### src/hw/rtl/ipv6p_pkg.sv
// Package for the IPv6 text address parser: beat types, parser state and the per-byte step.
`timescale 1ns / 1ps
`default_nettype none

package ipv6p_pkg;

  localparam int NumGroups = 8;
  localparam logic [3:0] NumGroupsW = 4'd8;
  localparam logic [2:0] MaxDigits = 3'd4;
  localparam logic [8:0] SymColon = 9'h03A;
  localparam logic [8:0] SymEnd = 9'h100;

  typedef enum logic [2:0] {
    PH_START,
    PH_LEAD_COLON,
    PH_HEAD_DIG,
    PH_HEAD_COLON,
    PH_TAIL_WAIT,
    PH_TAIL_DIG,
    PH_DONE,
    PH_ERROR
  } phase_e;

  typedef struct packed {
    logic [7:0] char_byte;
    logic       is_last;
  } in_beat_t;

  typedef struct packed {
    logic        status;
    logic [5:0]  consumed;
    logic [2:0]  group_index;
    logic [15:0] group_value;
    logic        run_last;
  } out_beat_t;

  typedef struct packed {
    phase_e      phase;
    logic [3:0]  head;
    logic [3:0]  tail;
    logic [2:0]  digits;
    logic [15:0] accum;
    logic [5:0]  bytes;
  } parse_state_t;

  // Result of one parser step: the new state and an optional group store write.
  typedef struct packed {
    parse_state_t st;
    logic         wr_en;
    logic [2:0]   wr_pos;
    logic [15:0]  wr_val;
  } step_t;

  localparam parse_state_t StateReset = '{
    phase:  PH_START,
    head:   4'd0,
    tail:   4'd0,
    digits: 3'd0,
    accum:  16'd0,
    bytes:  6'd0
  };

  // Returns {valid, value} for a hex digit in either case.
  function automatic logic [4:0] hex_decode(logic [8:0] sym);
    logic [4:0] r;
    r = 5'd0;
    if (sym >= 9'h030 && sym <= 9'h039) begin
      r = {1'b1, sym[3:0]};
    end else if ((sym >= 9'h061 && sym <= 9'h066) || (sym >= 9'h041 && sym <= 9'h046)) begin
      r = {1'b1, sym[3:0] + 4'd9};
    end
    return r;
  endfunction

  // One step of the parser on a byte or on the end-of-string symbol.
  function automatic step_t parse_step(parse_state_t s, logic [8:0] sym);
    step_t      r;
    logic [4:0] hx;
    logic       hv;
    logic       colon;
    logic [3:0] used;
    hx = hex_decode(sym);
    hv = hx[4];
    colon = (sym == SymColon);
    used = s.head + s.tail;
    r.st = s;
    r.wr_en = 1'b0;
    r.wr_pos = used[2:0];
    r.wr_val = s.accum;
    case (s.phase)
      PH_START: begin
        if (colon) begin
          r.st.bytes = s.bytes + 6'd1;
          r.st.phase = PH_LEAD_COLON;
        end else if (hv) begin
          r.st.accum = {12'd0, hx[3:0]};
          r.st.digits = 3'd1;
          r.st.bytes = s.bytes + 6'd1;
          r.st.phase = PH_HEAD_DIG;
        end else begin
          r.st.phase = PH_ERROR;
        end
      end
      PH_LEAD_COLON: begin
        if (colon) begin
          r.st.bytes = s.bytes + 6'd1;
          r.st.phase = PH_TAIL_WAIT;
        end else begin
          r.st.phase = PH_ERROR;
        end
      end
      PH_HEAD_DIG: begin
        if (hv && s.digits < MaxDigits) begin
          r.st.accum = {s.accum[11:0], hx[3:0]};
          r.st.digits = s.digits + 3'd1;
          r.st.bytes = s.bytes + 6'd1;
        end else begin
          r.wr_en = 1'b1;
          r.st.head = s.head + 4'd1;
          if (s.head + 4'd1 >= NumGroupsW) begin
            r.st.phase = PH_DONE;
          end else if (colon) begin
            r.st.bytes = s.bytes + 6'd1;
            r.st.phase = PH_HEAD_COLON;
          end else begin
            r.st.phase = PH_ERROR;
          end
        end
      end
      PH_HEAD_COLON: begin
        if (colon) begin
          r.st.bytes = s.bytes + 6'd1;
          r.st.phase = PH_TAIL_WAIT;
        end else if (hv) begin
          r.st.accum = {12'd0, hx[3:0]};
          r.st.digits = 3'd1;
          r.st.bytes = s.bytes + 6'd1;
          r.st.phase = PH_HEAD_DIG;
        end else begin
          r.st.phase = PH_ERROR;
        end
      end
      PH_TAIL_WAIT: begin
        if (hv) begin
          r.st.accum = {12'd0, hx[3:0]};
          r.st.digits = 3'd1;
          r.st.bytes = s.bytes + 6'd1;
          r.st.phase = PH_TAIL_DIG;
        end else begin
          r.st.phase = PH_DONE;
        end
      end
      PH_TAIL_DIG: begin
        if (hv && s.digits < MaxDigits) begin
          r.st.accum = {s.accum[11:0], hx[3:0]};
          r.st.digits = s.digits + 3'd1;
          r.st.bytes = s.bytes + 6'd1;
        end else begin
          r.wr_en = 1'b1;
          r.st.tail = s.tail + 4'd1;
          if (used + 4'd1 >= NumGroupsW) begin
            r.st.phase = PH_DONE;
          end else if (colon) begin
            r.st.bytes = s.bytes + 6'd1;
            r.st.phase = PH_TAIL_WAIT;
          end else begin
            r.st.phase = PH_DONE;
          end
        end
      end
      default: begin
        r.st = s;
      end
    endcase
    return r;
  endfunction

endpackage

`default_nettype wire

### src/hw/rtl/ipv6_text_address_parser_core.sv
// Top level of the IPv6 text address parser: per-byte parser and result buffer.
// Latency: the first result beat is valid the cycle after the last byte is accepted.
// Throughput: one text byte per cycle; each string gives eight beats, or one on error.
// A last byte waits only while the previous string's beats are still draining.
// Reset returns the parser to the start of a string and empties the result buffer;
// the group store and the buffered payload are not cleared.
`timescale 1ns / 1ps
`default_nettype none

module ipv6_text_address_parser_core (
  input  wire logic                 clk_i,
  input  wire logic                 rst_ni,
  input  wire logic                 in_valid_i,
  output logic                      in_ready_o,
  input  wire ipv6p_pkg::in_beat_t  in_data_i,
  output logic                      out_valid_o,
  input  wire logic                 out_ready_i,
  output ipv6p_pkg::out_beat_t      out_data_o
);
  import ipv6p_pkg::*;

  parse_state_t st_q, st_d;
  logic [15:0]  grp_q [NumGroups];
  logic [15:0]  fin_grp [NumGroups];

  logic [15:0]  obuf_q [NumGroups];
  logic [3:0]   out_h_q, out_t_q;
  logic [5:0]   out_bytes_q;
  logic         out_err_q;
  logic [2:0]   out_idx_q;
  logic         busy_q;

  step_t        step1, step2;
  logic         in_fire, out_fire, final_fire, out_final, out_free;

  // Two parser steps: the byte itself, then the end of string on a last byte.
  always_comb begin
    step1 = parse_step(st_q, {1'b0, in_data_i.char_byte});
    step2 = parse_step(step1.st, SymEnd);
  end

  // Input handshake; a last byte needs the result buffer to be free.
  assign out_final  = out_err_q || (out_idx_q == 3'(NumGroups - 1));
  assign out_fire   = out_valid_o && out_ready_i;
  assign out_free   = !busy_q || (out_ready_i && out_final);
  assign in_ready_o = !in_data_i.is_last || out_free;
  assign in_fire    = in_valid_i && in_ready_o;
  assign final_fire = in_fire && in_data_i.is_last;

  // Parser state: restart after the last byte.
  always_comb begin
    st_d = st_q;
    if (in_fire) begin
      st_d = in_data_i.is_last ? StateReset : step1.st;
    end
  end

  always_ff @(posedge clk_i or negedge rst_ni) begin
    if (!rst_ni) begin
      st_q <= StateReset;
    end else begin
      st_q <= st_d;
    end
  end

  // Group store writes for bytes within a string.
  always_ff @(posedge clk_i) begin
    if (in_fire && step1.wr_en) begin
      grp_q[step1.wr_pos] <= step1.wr_val;
    end
  end

  // Group store as it stands after both steps of a last byte.
  always_comb begin
    fin_grp = grp_q;
    if (step1.wr_en) begin
      fin_grp[step1.wr_pos] = step1.wr_val;
    end
    if (step2.wr_en) begin
      fin_grp[step2.wr_pos] = step2.wr_val;
    end
  end

  // Result buffer payload.
  always_ff @(posedge clk_i) begin
    if (final_fire) begin
      obuf_q      <= fin_grp;
      out_h_q     <= step2.st.head;
      out_t_q     <= step2.st.tail;
      out_bytes_q <= step2.st.bytes;
      out_err_q   <= (step2.st.phase != PH_DONE);
    end
  end

  // Result buffer control: beat index and busy flag.
  always_ff @(posedge clk_i or negedge rst_ni) begin
    if (!rst_ni) begin
      busy_q    <= 1'b0;
      out_idx_q <= 3'd0;
    end else begin
      if (final_fire) begin
        busy_q    <= 1'b1;
        out_idx_q <= 3'd0;
      end else if (out_fire) begin
        if (out_final) begin
          busy_q <= 1'b0;
        end
        out_idx_q <= out_idx_q + 3'd1;
      end
    end
  end

  // Place head groups high, tail groups low, zeros between.
  logic [3:0]  idx_w, tail_end, src_sum;
  logic [15:0] grp_val;

  always_comb begin
    idx_w    = {1'b0, out_idx_q};
    tail_end = idx_w + out_t_q;
    src_sum  = out_h_q + tail_end;
    grp_val  = 16'd0;
    if (idx_w < out_h_q) begin
      grp_val = obuf_q[out_idx_q];
    end else if (tail_end >= NumGroupsW) begin
      grp_val = obuf_q[src_sum[2:0]];
    end
  end

  // Output beat.
  assign out_valid_o = busy_q;
  always_comb begin
    out_data_o.status      = out_err_q;
    out_data_o.consumed    = out_err_q ? 6'd0 : out_bytes_q;
    out_data_o.group_index = out_err_q ? 3'd0 : out_idx_q;
    out_data_o.group_value = out_err_q ? 16'd0 : grp_val;
    out_data_o.run_last    = out_final;
  end

endmodule

`default_nettype wire
### config.mk
export PLATFORM = sky130hd
export DESIGN_NAME = ipv6_text_address_parser_core
export DESIGN_NICKNAME = d
export VERILOG_FILES = /design/src/hw/rtl/ipv6p_pkg.sv /design/src/hw/rtl/ipv6_text_address_parser_core.sv
export SDC_FILE = /design/constraint.sdc
export NUM_CORES = 1
export LEC_CHECK = 0
export ABC_CLOCK_PERIOD_IN_PS = 11700
export BUFFER_PORTS_ARGS = -buffer_cell sky130_fd_sc_hd__buf_2
export CAP_MARGIN = 20
export CORE_AREA = 2 2 173 175
export CTS_CLUSTER_DIAMETER = 60
export CTS_CLUSTER_SIZE = 12
export DETAILED_ROUTE_END_ITERATION = 7
export DIE_AREA = 0 0 175 177
export PLACE_DENSITY_LB_ADDON = 0.2
export SETUP_SLACK_MARGIN = 0.5
export SYNTH_ARGS = -nofsm -noshare
export SYNTH_HDL_FRONTEND = slang
export SYNTH_SLANG_ARGS = --single-unit
### constraint.sdc
create_clock -name clk_i -period 11.7 [get_ports clk_i]
set_input_delay 1.17 -clock clk_i [delete_from_list [all_inputs] [get_ports clk_i]]
set_output_delay 1.17 -clock clk_i [all_outputs]
set_load 0.03 [all_outputs]
==> out/metrics.yaml <==
status: "complete, no violations"
clock_path_buffers: 3
min_path_type: "reg -> reg"
cp.required_ps: 12050
io_buffers: 41
grt_max_degree: 129
setup_viol: 0
cts_root_buffer: "clkbuf_16"
synth.cell_area_sq_um: 18360
avgViaCountPerCell: 7.014
synth_top_family_by_area: "multiplexers"
dr.pass1.iters: 5
max-vdd-ir-drop_v: 0.0002065
synth_ff_type: "edfxtp_1"
async_reset_ff_frac: 0.1286
htreeDepth: 2
placeableCoreArea_sq_um: 29240
start_kind: "primary input"
drcViolationCount: 0
synth-edff-count: 271
vias: 12390
fin_crit_sh: 0.5235
place_inst: 1702
cts_num_sinks: 311
arrival_ps: 6480
maxSlewViolCount: 0
routed_wl_um: 48630
yosys.area_share.xor_xnor: 0.01915
grt_pass1_wl_um: 74630
synth_area_leader_cell: "edfxtp_1"
cellLeakagePower_uw: 0.006885
grt_use_total: 0.3194
critPathKind: "in -> reg"
syn2layout_area_growth_pct: 8.492
dp_hpwl_um: 29210
ys_top_cells_by_area: "edfxtp_1 (44%), mux2i_1 (10%), mux2_2 (8.0%)"
synth_common_cells: "edfxtp_1 (271), mux2i_1 (188), mux2_2 (130)"
synth_warnings: 0
fin_cells: 1767
tns_ps: 0
fp.dieW_um: 175
fmax_mhz: 163.3
synth_nets: 1403
synth-compound-area-share: 0.1087
cts_setup_buffers: 0
postSynthCellCount: 1364
crit_fanout: 12
hold_buffers: 0
dieArea_sq_um: 30980
ys_ff_latch: 311
worstMarginPinSlew_ps: 1240
end_kind: "flop"
post_drt_wl_per_cell_um: 27.52
row_count: 63
yosysMostFrequentCell: "edfxtp_1"
synth-simple-area-share: 0.06155
synthAdderAreaFrac: 0.01936
rsz0062_at_grt: "false"
clk_transition_reported_paths_ps: 60
clk-insertion-delay-late_ps: 520
maxCapViolCount: 0
drive_gt1_frac: 0.2505
cts_tree: "done"
final.setup_skew_ps: 24.78
antenna_found_initial: 0
synth_mux_area_frac: 0.2620
grt_pass1_vias: 12320
relSlewSlack: 0.1735
ant_nets: 0
place.gp.congestion: 0.9241
initial_utilization: 0.6277
overflow: 0
avgSynthCellArea_sq_um: 13.46
synthDistinctLibCells: 71
dieHeight_um: 177
synth_seq_area_share: 0.4978
numCtsBuffers: 35
hold_viol_final: 0
period_needed_ps: 6124
cts_resized: 0
n_antenna_cell: 0
powerDensity_nw_per_um2: 242.8
finalNetCount: 1392
drt_iter0_markers: 1342
io_pins: 42
yosysTopAreaCellShare: 0.4433
## flip-flops by register name, indices dropped and copies added (netlist names)
register,count
out_bytes_q,6
out_idx_q,3
grp_q,128
out_h_q,4
obuf_q,128
out_t_q,4
out_valid_o,1
out_err_q,1
st_q,36
## kinds of logic after synthesis
logic type | count (synthesis)
mux | 383
flops | 311
compound gates | 263
simple gates | 214
buf+inv | 134
xor+xnor | 33
fa+ha+maj | 26
## routing by layer
metal	GRT usage	wire, um
met1	0.4474	20120
met2	0.4995	22590
met3	0.05692	4015
met4	0.1299	1899
met5	0	0
## worst paths after layout
check                             start            to  slack, ps  cells past startpoint
setup / recovery           in_data_i[4]    obuf_q[73]       5580                     13
setup reg to reg               st_q[35]    obuf_q[73]       6460                     11
max in group asynchronous        rst_ni  out_idx_q[0]      10510                      2
min in group asynchronous        rst_ni       st_q[0]        730                      2
hold / removal                 st_q[23]      st_q[23]        510                      1
hold reg to reg                st_q[23]      st_q[23]        510                      1
## through the flow
step           hold slack [ps]  total power, uW    util  instance area [sq um]  setup WS [ps]
3_3_place_gp             487.1             3691  0.6423                  18780           5253
3_5_place_dp             489.1             3755  0.6433                  18810           5155
5_1_grt                  526.1             5034  0.6810                  19920           5281
4_1_cts                  510.9             4795  0.6787                  19850           5655
6_report                 514.1             4835  0.6810                  19920           5576
2_1_floorplan            470.1             3212       -                  18360           3821
## area by class of cell
| type | instances | area [sq um] |
|---|---|---|
| fillers | 2073 | 9328 |
| flip-flops and latches | 311 | 9141 |
| multi-input cells | 919 | 8696 |
| clock buffers | 52 | 939.7 |
| well taps | 390 | 488.0 |
| repair buffers | 69 | 486.7 |
| clock inverters | 9 | 96.34 |
| inverters | 17 | 68.82 |
## cell usage in the layout (no fill, tap or decap), types with 18 or more instances in the layout
cell	instances
edfxtp_1	271
mux2_2	130
buf_2	41
nor2b_1	19
mux4_2	64
ha_1	21
nor2_1	49
buf_4	22
o22a_1	18
o2bb2ai_1	98
clkbuf_16	35
a21oi_1	37
o21ai_0	37
nand2_1	59
mux2i_1	188
dfrtp_1	38
## critical path: stages
cell and delay (ps):
buf_2 120, or4b_4 550, or3_1 460, a21oi_2 590, nor2_1 330, mux2i_1 360, inv_1 140, fa_1 420
xor3_1 550, xor2_2 440, nand2_1 190, nor2_1 940, o2bb2ai_1 200
## report_power, final
| part | total [uW] | internal [uW] | switching, uW |
|---|---|---|---|
| combinational | 2210 | 980 | 1230 |
| clock | 1040 | 585 | 456 |
| sequential | 1580 | 1450 | 134 |
| total | 4830 | 3010 | 1820 |
(Power assumes the default switching activity.)
